<file path="src/hdl/adc_ladder_keypad_decoder_macros.svh">
// Assertion macros shared by the keypad decoder RTL.
`ifndef ADC_LADDER_KEYPAD_DECODER_MACROS_SVH
`define ADC_LADDER_KEYPAD_DECODER_MACROS_SVH

// Same-cycle implication, checked out of reset.
`define ALKD_ASSERT_IMPL(label, clk, rst_n, ante, cons, msg) \
    label: assert property (@(posedge clk) disable iff (!rst_n) (ante) |-> (cons)) \
        else $error(msg);

// Next-cycle implication, checked out of reset.
`define ALKD_ASSERT_NEXT(label, clk, rst_n, ante, cons, msg) \
    label: assert property (@(posedge clk) disable iff (!rst_n) (ante) |=> (cons)) \
        else $error(msg);

`endif

</file>
<file path="src/hdl/alkd_pkg.sv">
// Package with the word types, widths and register codes of the keypad decoder.
package alkd_pkg;

    localparam int ADC_W      = 10;
    localparam int WINDOW     = 8;   // moving average length, a power of two
    localparam int WIN_SHIFT  = $clog2(WINDOW);
    localparam int IDX_W      = $clog2(WINDOW);
    localparam int SUM_W      = ADC_W + WIN_SHIFT;
    localparam int PERIOD_W   = 16;
    localparam int NUM_KEYS   = 12;
    localparam int LEVELS_W   = 60;
    localparam int CFG_IDX_W  = 3;
    localparam int CFG_DATA_W = 60;

    localparam logic [CFG_IDX_W-1:0] CFG_RELEASE_LEVEL   = 3'd0;
    localparam logic [CFG_IDX_W-1:0] CFG_TOLERANCE       = 3'd1;
    localparam logic [CFG_IDX_W-1:0] CFG_SCAN_PERIOD     = 3'd2;
    localparam logic [CFG_IDX_W-1:0] CFG_KEY_LEVELS_LOW  = 3'd3;
    localparam logic [CFG_IDX_W-1:0] CFG_KEY_LEVELS_HIGH = 3'd4;

    localparam logic [ADC_W-1:0]    RELEASE_RST = 10'd1023;
    localparam logic [ADC_W-1:0]    TOL_RST     = 10'd10;
    localparam logic [PERIOD_W-1:0] PERIOD_RST  = 16'd200;

    typedef struct packed {
        logic [ADC_W-1:0] adc_sample;
        logic             auto_mode;
    } t_in_word;

    typedef struct packed {
        logic [ADC_W-1:0] filtered_level;
        logic             scan_done;
        logic             key_pressed;
        logic [7:0]       floor_toggles;
        logic             up_request;
        logic             down_request;
        logic             work_enable;
        logic             mode_select;
        logic             state_changed;
        logic             restart_auto_timer;
    } t_out_word;

endpackage

</file>
<file path="src/hdl/adc_ladder_keypad_decoder.sv">
// An accepted word passes through the input register and then the result register before its result word leaves.
// Throughput: one word per cycle unless stalled; the input register refills while the result register is taken.
// The only loop is the state update of the decode stage.
// Reset (synchronous, active low) empties both registers, zeroes the sample window and all
// key state, and loads the configuration registers with their defaults.
// The configuration port is always ready; writes are meant to land while no word is in flight.
`include "adc_ladder_keypad_decoder_macros.svh"

module adc_ladder_keypad_decoder (
    input  logic                              i_clk,
    input  logic                              i_rst_n,
    input  logic                              i_in_valid,
    output logic                              o_in_ready,
    input  alkd_pkg::t_in_word                i_in_data,
    output logic                              o_out_valid,
    input  logic                              i_out_ready,
    output alkd_pkg::t_out_word               o_out_data,
    input  logic                              i_cfg_valid,
    output logic                              o_cfg_ready,
    input  logic [alkd_pkg::CFG_IDX_W-1:0]    i_cfg_index,
    input  logic [alkd_pkg::CFG_DATA_W-1:0]   i_cfg_data
);
    import alkd_pkg::*;

    // Configuration registers.
    logic [ADC_W-1:0]    r_release_level;
    logic [ADC_W-1:0]    r_tolerance;
    logic [PERIOD_W-1:0] r_scan_period;
    logic [LEVELS_W-1:0] r_key_levels_low;
    logic [LEVELS_W-1:0] r_key_levels_high;

    // Pipeline registers: the input word register and the result word register.
    logic      r_in_valid;
    t_in_word  r_in;
    logic      r_out_valid;
    t_out_word r_out;

    // Filter and key state.
    logic [ADC_W-1:0]    r_window [WINDOW];
    logic [IDX_W-1:0]    r_idx;
    logic [SUM_W-1:0]    r_sum;
    logic                r_sample_wait;
    logic [PERIOD_W-1:0] r_scan_wait;
    logic [7:0]          r_floor;
    logic                r_up;
    logic                r_down;
    logic                r_work;
    logic                r_mode;
    logic                r_pressed;

    // Next values computed by the decode stage.
    logic [IDX_W-1:0]    n_idx;
    logic [SUM_W-1:0]    n_sum;
    logic                n_sample_wait;
    logic [PERIOD_W-1:0] n_scan_wait;
    logic [7:0]          n_floor;
    logic                n_up;
    logic                n_down;
    logic                n_work;
    logic                n_mode;
    logic                n_pressed;
    t_out_word           n_out;

    logic                w_advance;
    logic                w_sample_now;
    logic                w_scan_now;
    logic                w_manual;
    logic [ADC_W-1:0]    w_avg;
    logic [ADC_W:0]      w_avg_tol;
    logic                w_release_hit;
    logic [ADC_W-1:0]    w_key [NUM_KEYS];
    logic [NUM_KEYS-1:0] w_hit;
    logic [NUM_KEYS-1:0] w_first;
    logic                w_changed;
    logic                w_restart;

    // The decode stage moves a word forward whenever the result register is free or being emptied.
    assign w_advance   = r_in_valid && (!r_out_valid || i_out_ready);
    assign o_in_ready  = !r_in_valid || w_advance;
    assign o_out_valid = r_out_valid;
    assign o_out_data  = r_out;
    assign o_cfg_ready = 1'b1;

    // Every second word stores its sample; the running sum drops the oldest entry.
    assign w_sample_now = r_sample_wait;
    assign w_manual     = !r_in.auto_mode;

    always_comb begin
        n_sample_wait = !r_sample_wait;
        n_sum         = r_sum;
        n_idx         = r_idx;
        if (w_sample_now) begin
            n_sum = r_sum - SUM_W'(r_window[r_idx]) + SUM_W'(r_in.adc_sample);
            if (r_idx == IDX_W'(WINDOW - 1)) begin
                n_idx = '0;
            end else begin
                n_idx = r_idx + 1'b1;
            end
        end
    end

    // Division by the window length is a plain bit select of the sum.
    assign w_avg     = n_sum[WIN_SHIFT +: ADC_W];
    assign w_avg_tol = {1'b0, w_avg} + {1'b0, r_tolerance};

    // Windows are compared without wrap: v >= k - tol is tested as v + tol >= k.
    assign w_release_hit = (w_avg_tol >= {1'b0, r_release_level})
                        && ({1'b0, w_avg} <= ({1'b0, r_release_level} + {1'b0, r_tolerance}));

    always_comb begin
        for (int n = 0; n < NUM_KEYS; n++) begin
            if (n < NUM_KEYS / 2) begin
                w_key[n] = r_key_levels_low[n*ADC_W +: ADC_W];
            end else begin
                w_key[n] = r_key_levels_high[(n - NUM_KEYS/2)*ADC_W +: ADC_W];
            end
        end
    end

    always_comb begin
        for (int n = 0; n < NUM_KEYS; n++) begin
            w_hit[n] = ({1'b0, w_avg} <= ({1'b0, w_key[n]} + {1'b0, r_tolerance}))
                    && (w_avg_tol >= {1'b0, w_key[n]});
        end
        // Key one has no lower tolerance.
        w_hit[0] = ({1'b0, w_avg} <= ({1'b0, w_key[0]} + {1'b0, r_tolerance}))
                && (w_avg >= w_key[0]);
    end

    // The lowest matching key wins.
    assign w_first = w_hit & (~w_hit + 1'b1);

    assign w_scan_now = (r_scan_wait >= r_scan_period);

    always_comb begin
        n_scan_wait = r_scan_wait + 1'b1;
        n_floor     = r_floor;
        n_up        = r_up;
        n_down      = r_down;
        n_work      = r_work;
        n_mode      = r_mode;
        n_pressed   = r_pressed;
        w_changed   = 1'b0;
        w_restart   = 1'b0;
        if (w_scan_now) begin
            n_scan_wait = '0;
            if (w_release_hit) begin
                n_pressed = 1'b0;
                if (w_manual) begin
                    n_up   = 1'b0;
                    n_down = 1'b0;
                end
            end else if (w_hit != '0) begin
                n_pressed = 1'b1;
                if (w_manual) begin
                    if (w_first[7:0] != '0) begin
                        n_floor   = r_floor ^ w_first[7:0];
                        w_changed = 1'b1;
                    end else if (w_first[8]) begin
                        if (!r_up) begin
                            n_up      = 1'b1;
                            w_changed = 1'b1;
                            w_restart = 1'b1;
                        end
                    end else if (w_first[9]) begin
                        n_work    = !r_work;
                        w_changed = 1'b1;
                    end else if (w_first[10]) begin
                        if (!r_down) begin
                            n_down    = 1'b1;
                            w_changed = 1'b1;
                            w_restart = 1'b1;
                        end
                    end else begin
                        // Mode key: switching mode off drops both direction latches.
                        n_mode    = !r_mode;
                        w_changed = 1'b1;
                        if (r_mode) begin
                            n_up   = 1'b0;
                            n_down = 1'b0;
                        end
                    end
                end
            end
        end
    end

    always_comb begin
        n_out.filtered_level     = w_avg;
        n_out.scan_done          = w_scan_now;
        n_out.key_pressed        = n_pressed;
        n_out.floor_toggles      = n_floor;
        n_out.up_request         = n_up;
        n_out.down_request       = n_down;
        n_out.work_enable        = n_work;
        n_out.mode_select        = n_mode;
        n_out.state_changed      = w_changed;
        n_out.restart_auto_timer = w_restart;
    end

    always_ff @(posedge i_clk) begin
        if (!i_rst_n) begin
            r_release_level   <= RELEASE_RST;
            r_tolerance       <= TOL_RST;
            r_scan_period     <= PERIOD_RST;
            r_key_levels_low  <= '0;
            r_key_levels_high <= '0;
            r_in_valid        <= 1'b0;
            r_out_valid       <= 1'b0;
            for (int i = 0; i < WINDOW; i++) begin
                r_window[i] <= '0;
            end
            r_idx         <= '0;
            r_sum         <= '0;
            r_sample_wait <= 1'b0;
            r_scan_wait   <= '0;
            r_floor       <= '0;
            r_up          <= 1'b0;
            r_down        <= 1'b0;
            r_work        <= 1'b0;
            r_mode        <= 1'b0;
            r_pressed     <= 1'b0;
        end else begin
            if (i_cfg_valid) begin
                unique case (i_cfg_index)
                    CFG_RELEASE_LEVEL:   r_release_level   <= i_cfg_data[ADC_W-1:0];
                    CFG_TOLERANCE:       r_tolerance       <= i_cfg_data[ADC_W-1:0];
                    CFG_SCAN_PERIOD:     r_scan_period     <= i_cfg_data[PERIOD_W-1:0];
                    CFG_KEY_LEVELS_LOW:  r_key_levels_low  <= i_cfg_data[LEVELS_W-1:0];
                    CFG_KEY_LEVELS_HIGH: r_key_levels_high <= i_cfg_data[LEVELS_W-1:0];
                    default: begin
                    end
                endcase
            end

            if (o_in_ready) begin
                r_in_valid <= i_in_valid;
                r_in       <= i_in_data;
            end

            if (w_advance) begin
                r_out_valid   <= 1'b1;
                r_out         <= n_out;
                if (w_sample_now) begin
                    r_window[r_idx] <= r_in.adc_sample;
                end
                r_idx         <= n_idx;
                r_sum         <= n_sum;
                r_sample_wait <= n_sample_wait;
                r_scan_wait   <= n_scan_wait;
                r_floor       <= n_floor;
                r_up          <= n_up;
                r_down        <= n_down;
                r_work        <= n_work;
                r_mode        <= n_mode;
                r_pressed     <= n_pressed;
            end else if (i_out_ready) begin
                r_out_valid <= 1'b0;
            end
        end
    end

    // A pending word that cannot move stays in the input register.
    `ALKD_ASSERT_NEXT(a_in_hold, i_clk, i_rst_n, r_in_valid && !w_advance, r_in_valid, "input word lost while stalled")
    // Samples are stored on every second word that passes the decode stage.
    `ALKD_ASSERT_NEXT(a_sample_cadence, i_clk, i_rst_n, w_advance, r_sample_wait != $past(r_sample_wait), "sample cadence broken")
    // While a result word is held, the reported level matches the running sum it came from.
    `ALKD_ASSERT_IMPL(a_level_sum, i_clk, i_rst_n, r_out_valid && !w_advance, r_out.filtered_level == r_sum[WIN_SHIFT +: ADC_W], "filtered level out of step with sum")
    // Pulses only come from a scan, and a timer restart is always a state change.
    `ALKD_ASSERT_IMPL(a_pulse_scan, i_clk, i_rst_n, r_out_valid && r_out.state_changed, r_out.scan_done, "state change without scan")
    `ALKD_ASSERT_IMPL(a_restart_change, i_clk, i_rst_n, r_out_valid && r_out.restart_auto_timer, r_out.state_changed && (r_out.up_request || r_out.down_request), "restart without new latch")

endmodule
</file>
<file path="config.mk">
export PLATFORM = sky130hd
export DESIGN_NAME = adc_ladder_keypad_decoder
export DESIGN_NICKNAME = d
export VERILOG_FILES = /design/src/hdl/alkd_pkg.sv /design/src/hdl/adc_ladder_keypad_decoder.sv
export VERILOG_INCLUDE_DIRS = /design/src /design/src/hdl
export SDC_FILE = /design/constraint.sdc
export NUM_CORES = 1
export LEC_CHECK = 0
export BUFFER_PORTS_ARGS = -buffer_cell sky130_fd_sc_hd__buf_4
export CAP_MARGIN = 30
export CORE_UTILIZATION = 29
export CTS_BUF_LIST = sky130_fd_sc_hd__clkbuf_4 sky130_fd_sc_hd__clkbuf_8
export DETAILED_ROUTE_END_ITERATION = 12
export RECOVER_POWER = 25
export REMOVE_ABC_BUFFERS = 1
export SLEW_MARGIN = 25
export SYNTH_ARGS = -nofsm -noshare
export SYNTH_HDL_FRONTEND = slang
export SYNTH_SLANG_ARGS = --single-unit
</file>
<file path="constraint.sdc">
create_clock -name i_clk -period 10.96 [get_ports i_clk]
set_input_delay 2.192 -clock i_clk [delete_from_list [all_inputs] [get_ports i_clk]]
set_output_delay 2.192 -clock i_clk [all_outputs]
set_load 0.05 [all_outputs]
</file>
==> results.py <==
metrics = {
    "synthesis": {
        "yosysSeqAreaShare_pct": 30.7,
        "syn_inst": 2841,
        "synth_area_per_cell_um2": 8.77,
        "syn_area_um2": 24900,
        "yosys_warnings": 0,
        "ys.flop_type": "dfxtp_1",
        "async_flop_share_pct": 0,
        "synth_edf_count": 117,
        "ys_types": 79,
        "ys_seq_elements": 324,
    },
    "timing": {
        "max_freq_mhz": 112,
        "min_period_ns": 8.94,
        "setup_slack_ns": 2.02,
        "finalClockSkew_ns": 0.0499,
        "slew_violations": 178,
        "rsz0062_at_grt": "no",
        "relSlewSlack_pct": -127,
        "setup_viol": 0,
        "finalCritPeriodShare_pct": 81.6,
        "hold_viol": 0,
        "worstMarginPinSlew_ns": 3.40,
        "tns_ns": 0,
        "hold_ws_ns": 0.453,
    },
    "clock_tree": {
        "h-tree-depth": 2,
        "cts_resized": 0,
        "clock_path_buffers": 3,
        "cts_root_buf": "clkbuf_8",
        "clock_latency_ns": 0.70,
        "cts.sink_count": 324,
        "cts_buffers": 60,
        "cts_setup_buffers": 0,
        "cts_tree": "built",
        "cts_hold_buf": 0,
        "clkTransAtPathRegs_ns": 0.06,
    },
    "setup_path": {
        "max_stage_delay_ns": 0.91,
        "start_kind": "flip-flop",
        "reg2reg_slack_ns": 2.02,
        "cpMostUsedCell": "a21oi_1",
        "cp.required_ns": 11.41,
        "r2r-end": "o_out_data[9]",
        "worstPathArrival_ns": 9.39,
        "worstRegToRegCells": 30,
        "path_class": "flip-flop to flip-flop",
        "crit_path_end_kind": "flip-flop",
        "critPathMaxFanout": 20,
        "crit_path_top_delay_cell": "dfxtp_1",
    },
    "layout": {
        "final_cell_mix": "ha_1, nand2_1, a21oi_1",
        "fin_util_pct": 33.5,
        "fillCellCount": 8973,
        "area.sequential_um2": 7660,
        "final_common_cell": "ha_1",
        "multi_input_area_um2": 16000,
        "nets": 3507,
        "drive_above_1_share_pct": 10.4,
        "areaGrowthSynthToFinish_pct": 14.5,
        "fin_cells": 4163,
        "postLayoutCellArea_um2": 28500,
    },
    "global_route": {
        "antenna_found_initial": 7,
        "first_global_vias": 20200,
        "grt_pass1_wl_um": 117000,
        "grt_start_max_net_pins": 65,
        "grt_overflow": 0,
        "grt.total_usage_pct": 17.3,
    },
    "worst_hold_path": {
        "worstHoldStart": "r_sum[8]",
        "hold_class": "flip-flop to flip-flop",
        "hold_end": "r_sum[8]",
        "holdPathStages": 2,
    },
    "routing": {
        "vias": 20800,
        "first_iter_violations": 1218,
        "via_per_inst": 4.99,
        "drcViolationCount": 0,
        "wl_per_cell_um": 18.2,
        "ant_nets": 0,
        "drtPass1Iterations": 7,
        "routed_wl_um": 76000,
    },
    "power_and_ir_drop": {
        "powerDensity_nw_per_um2": 131,
        "p_total_mw": 3.73,
        "swShare_pct": 34.2,
        "power.switching_mw": 1.28,
        "pwr-share-clk_pct": 34.4,
        "p_leak_nw": 11.8,
        "share_seq_of_total_power_pct": 35.0,
        "p_int_mw": 2.46,
        "pwr-share-comb_pct": 30.6,
        "peakVddDrop_mv": 0.106,
    },
    "floorplanning": {
        "die_h_um": 295,
        "dieArea_um2": 87100,
        "die_w_um": 295,
        "core-area_um2": 85100,
        "rows": 107,
        "io_pins": 108,
        "start_util_pct": 29.3,
    },
    "run_status": {
        "status": "complete, but fails checks",
        "violations": "capacitance limit, slew limit",
    },
    "placed_design": {
        "placedCellCount": 4052,
        "pre_cts_ws_ns": 2.07,
        "dp_hpwl_um": 55200,
        "portBuffers": 106,
        "post_dp_cell_area_um2": 27200,
        "routabilityCongestion": 0.893,
    },
    "job": {
        "cap_violations": 3,
    },
}
==> synth_stat cells, types with 29 or more instances <==
library cell,n,share of area (%)
xor2_1,50,1.8
nand3_1,43,0.86
xnor2_1,92,3.2
nor3_1,55,1.1
edfxtp_1,117,14
o21bai_1,52,1.6
inv_1,260,3.9
a21o_1,50,1.5
nor2_1,100,1.5
o21ai_0,104,2.1
nand4_1,29,0.73
clkbuf_1,77,1.2
nand2_1,411,6.2
a21oi_1,330,6.6
and2_1,30,0.75
dfxtp_1,207,17
ha_1,433,22
nor4_1,41,1.0
nand2b_1,35,0.88
==> routing by layer <==
layer  vias to the layer above  track usage, %  part of all wire (%)
li1                      10400               -                     -
met1                      9785            21.7                    44
met2                       462            30.2                    47
met3                       120            3.34                   5.9
met4                        10            4.65                   2.6
met5                         -               0                 0.074
==> cell families after synthesis <==
kind of cell,synth area share (%)
other,0.0151
DFF,30.7
buffers and inverters,5.40
xor gates and xnor gates,4.99
adders and majority gates,23.7
and+or+nand+nor,15.0
AOI/OAI and AO/OA,17.5
muxes,2.70
==> registers in the layout (all words and copies together), names as in the netlist, 3 cells and up, named ones only <==
register,count
r_sum,13
r_idx,3
r_key_levels_high,60
r_scan_period,16
r_scan_wait,16
r_key_levels_low,60
r_window,80
r_release_level,10
o_out_data,26
r_floor,8
r_tolerance,10
r_in,11
==> final cells by class <==
class                      count  area share [%]
multi-input combinational   2160            55.9
timing repair buffer         156            3.97
tap                         1144            5.02
clock inverter                24           0.908
clock buffer                  84            3.74
antenna                        2          0.0175
inverter                     269            3.56
sequential                   324            26.8
==> critical path: cells and delay by family (launching register included) <==
family | cells | cell delay [ns]
adder cells (fa/ha/maj) | 4 | 1.61
AND/OR/NAND/NOR | 6 | 1.38
XOR/XNOR | 2 | 0.63
AO/OA/AOI/OAI | 13 | 2.78
multiplexers | 2 | 0.73
buffers and inverters | 3 | 0.63
flip-flops | 1 | 0.91
==> power by group through the flow <==
| stage | combinational [mW] | clock (mW) | sequential, mW |
|---|---|---|---|
| 2_1_floorplan | 0.749 | 0 | 1.34 |
| 3_3_place_gp | 1.12 | 0 | 1.33 |
| 3_5_place_dp | 1.13 | 0 | 1.33 |
| 4_1_cts | 1.14 | 1.32 | 1.31 |
| 5_1_grt | 1.27 | 1.37 | 1.31 |
| 6_report | 1.14 | 1.29 | 1.31 |
==> how the worst max path moves through the flow <==
stage               cells past startpoint             to  startpoint
CTS                                    30  o_out_data[9]   flip-flop
global placement                       31  o_out_data[9]   flip-flop
floorplan                              28  o_out_data[4]   flip-flop
finish                                 30  o_out_data[9]   flip-flop
global route                           31  o_out_data[9]   flip-flop
detailed placement                     30  o_out_data[9]   flip-flop
(Power assumes the default switching activity.)
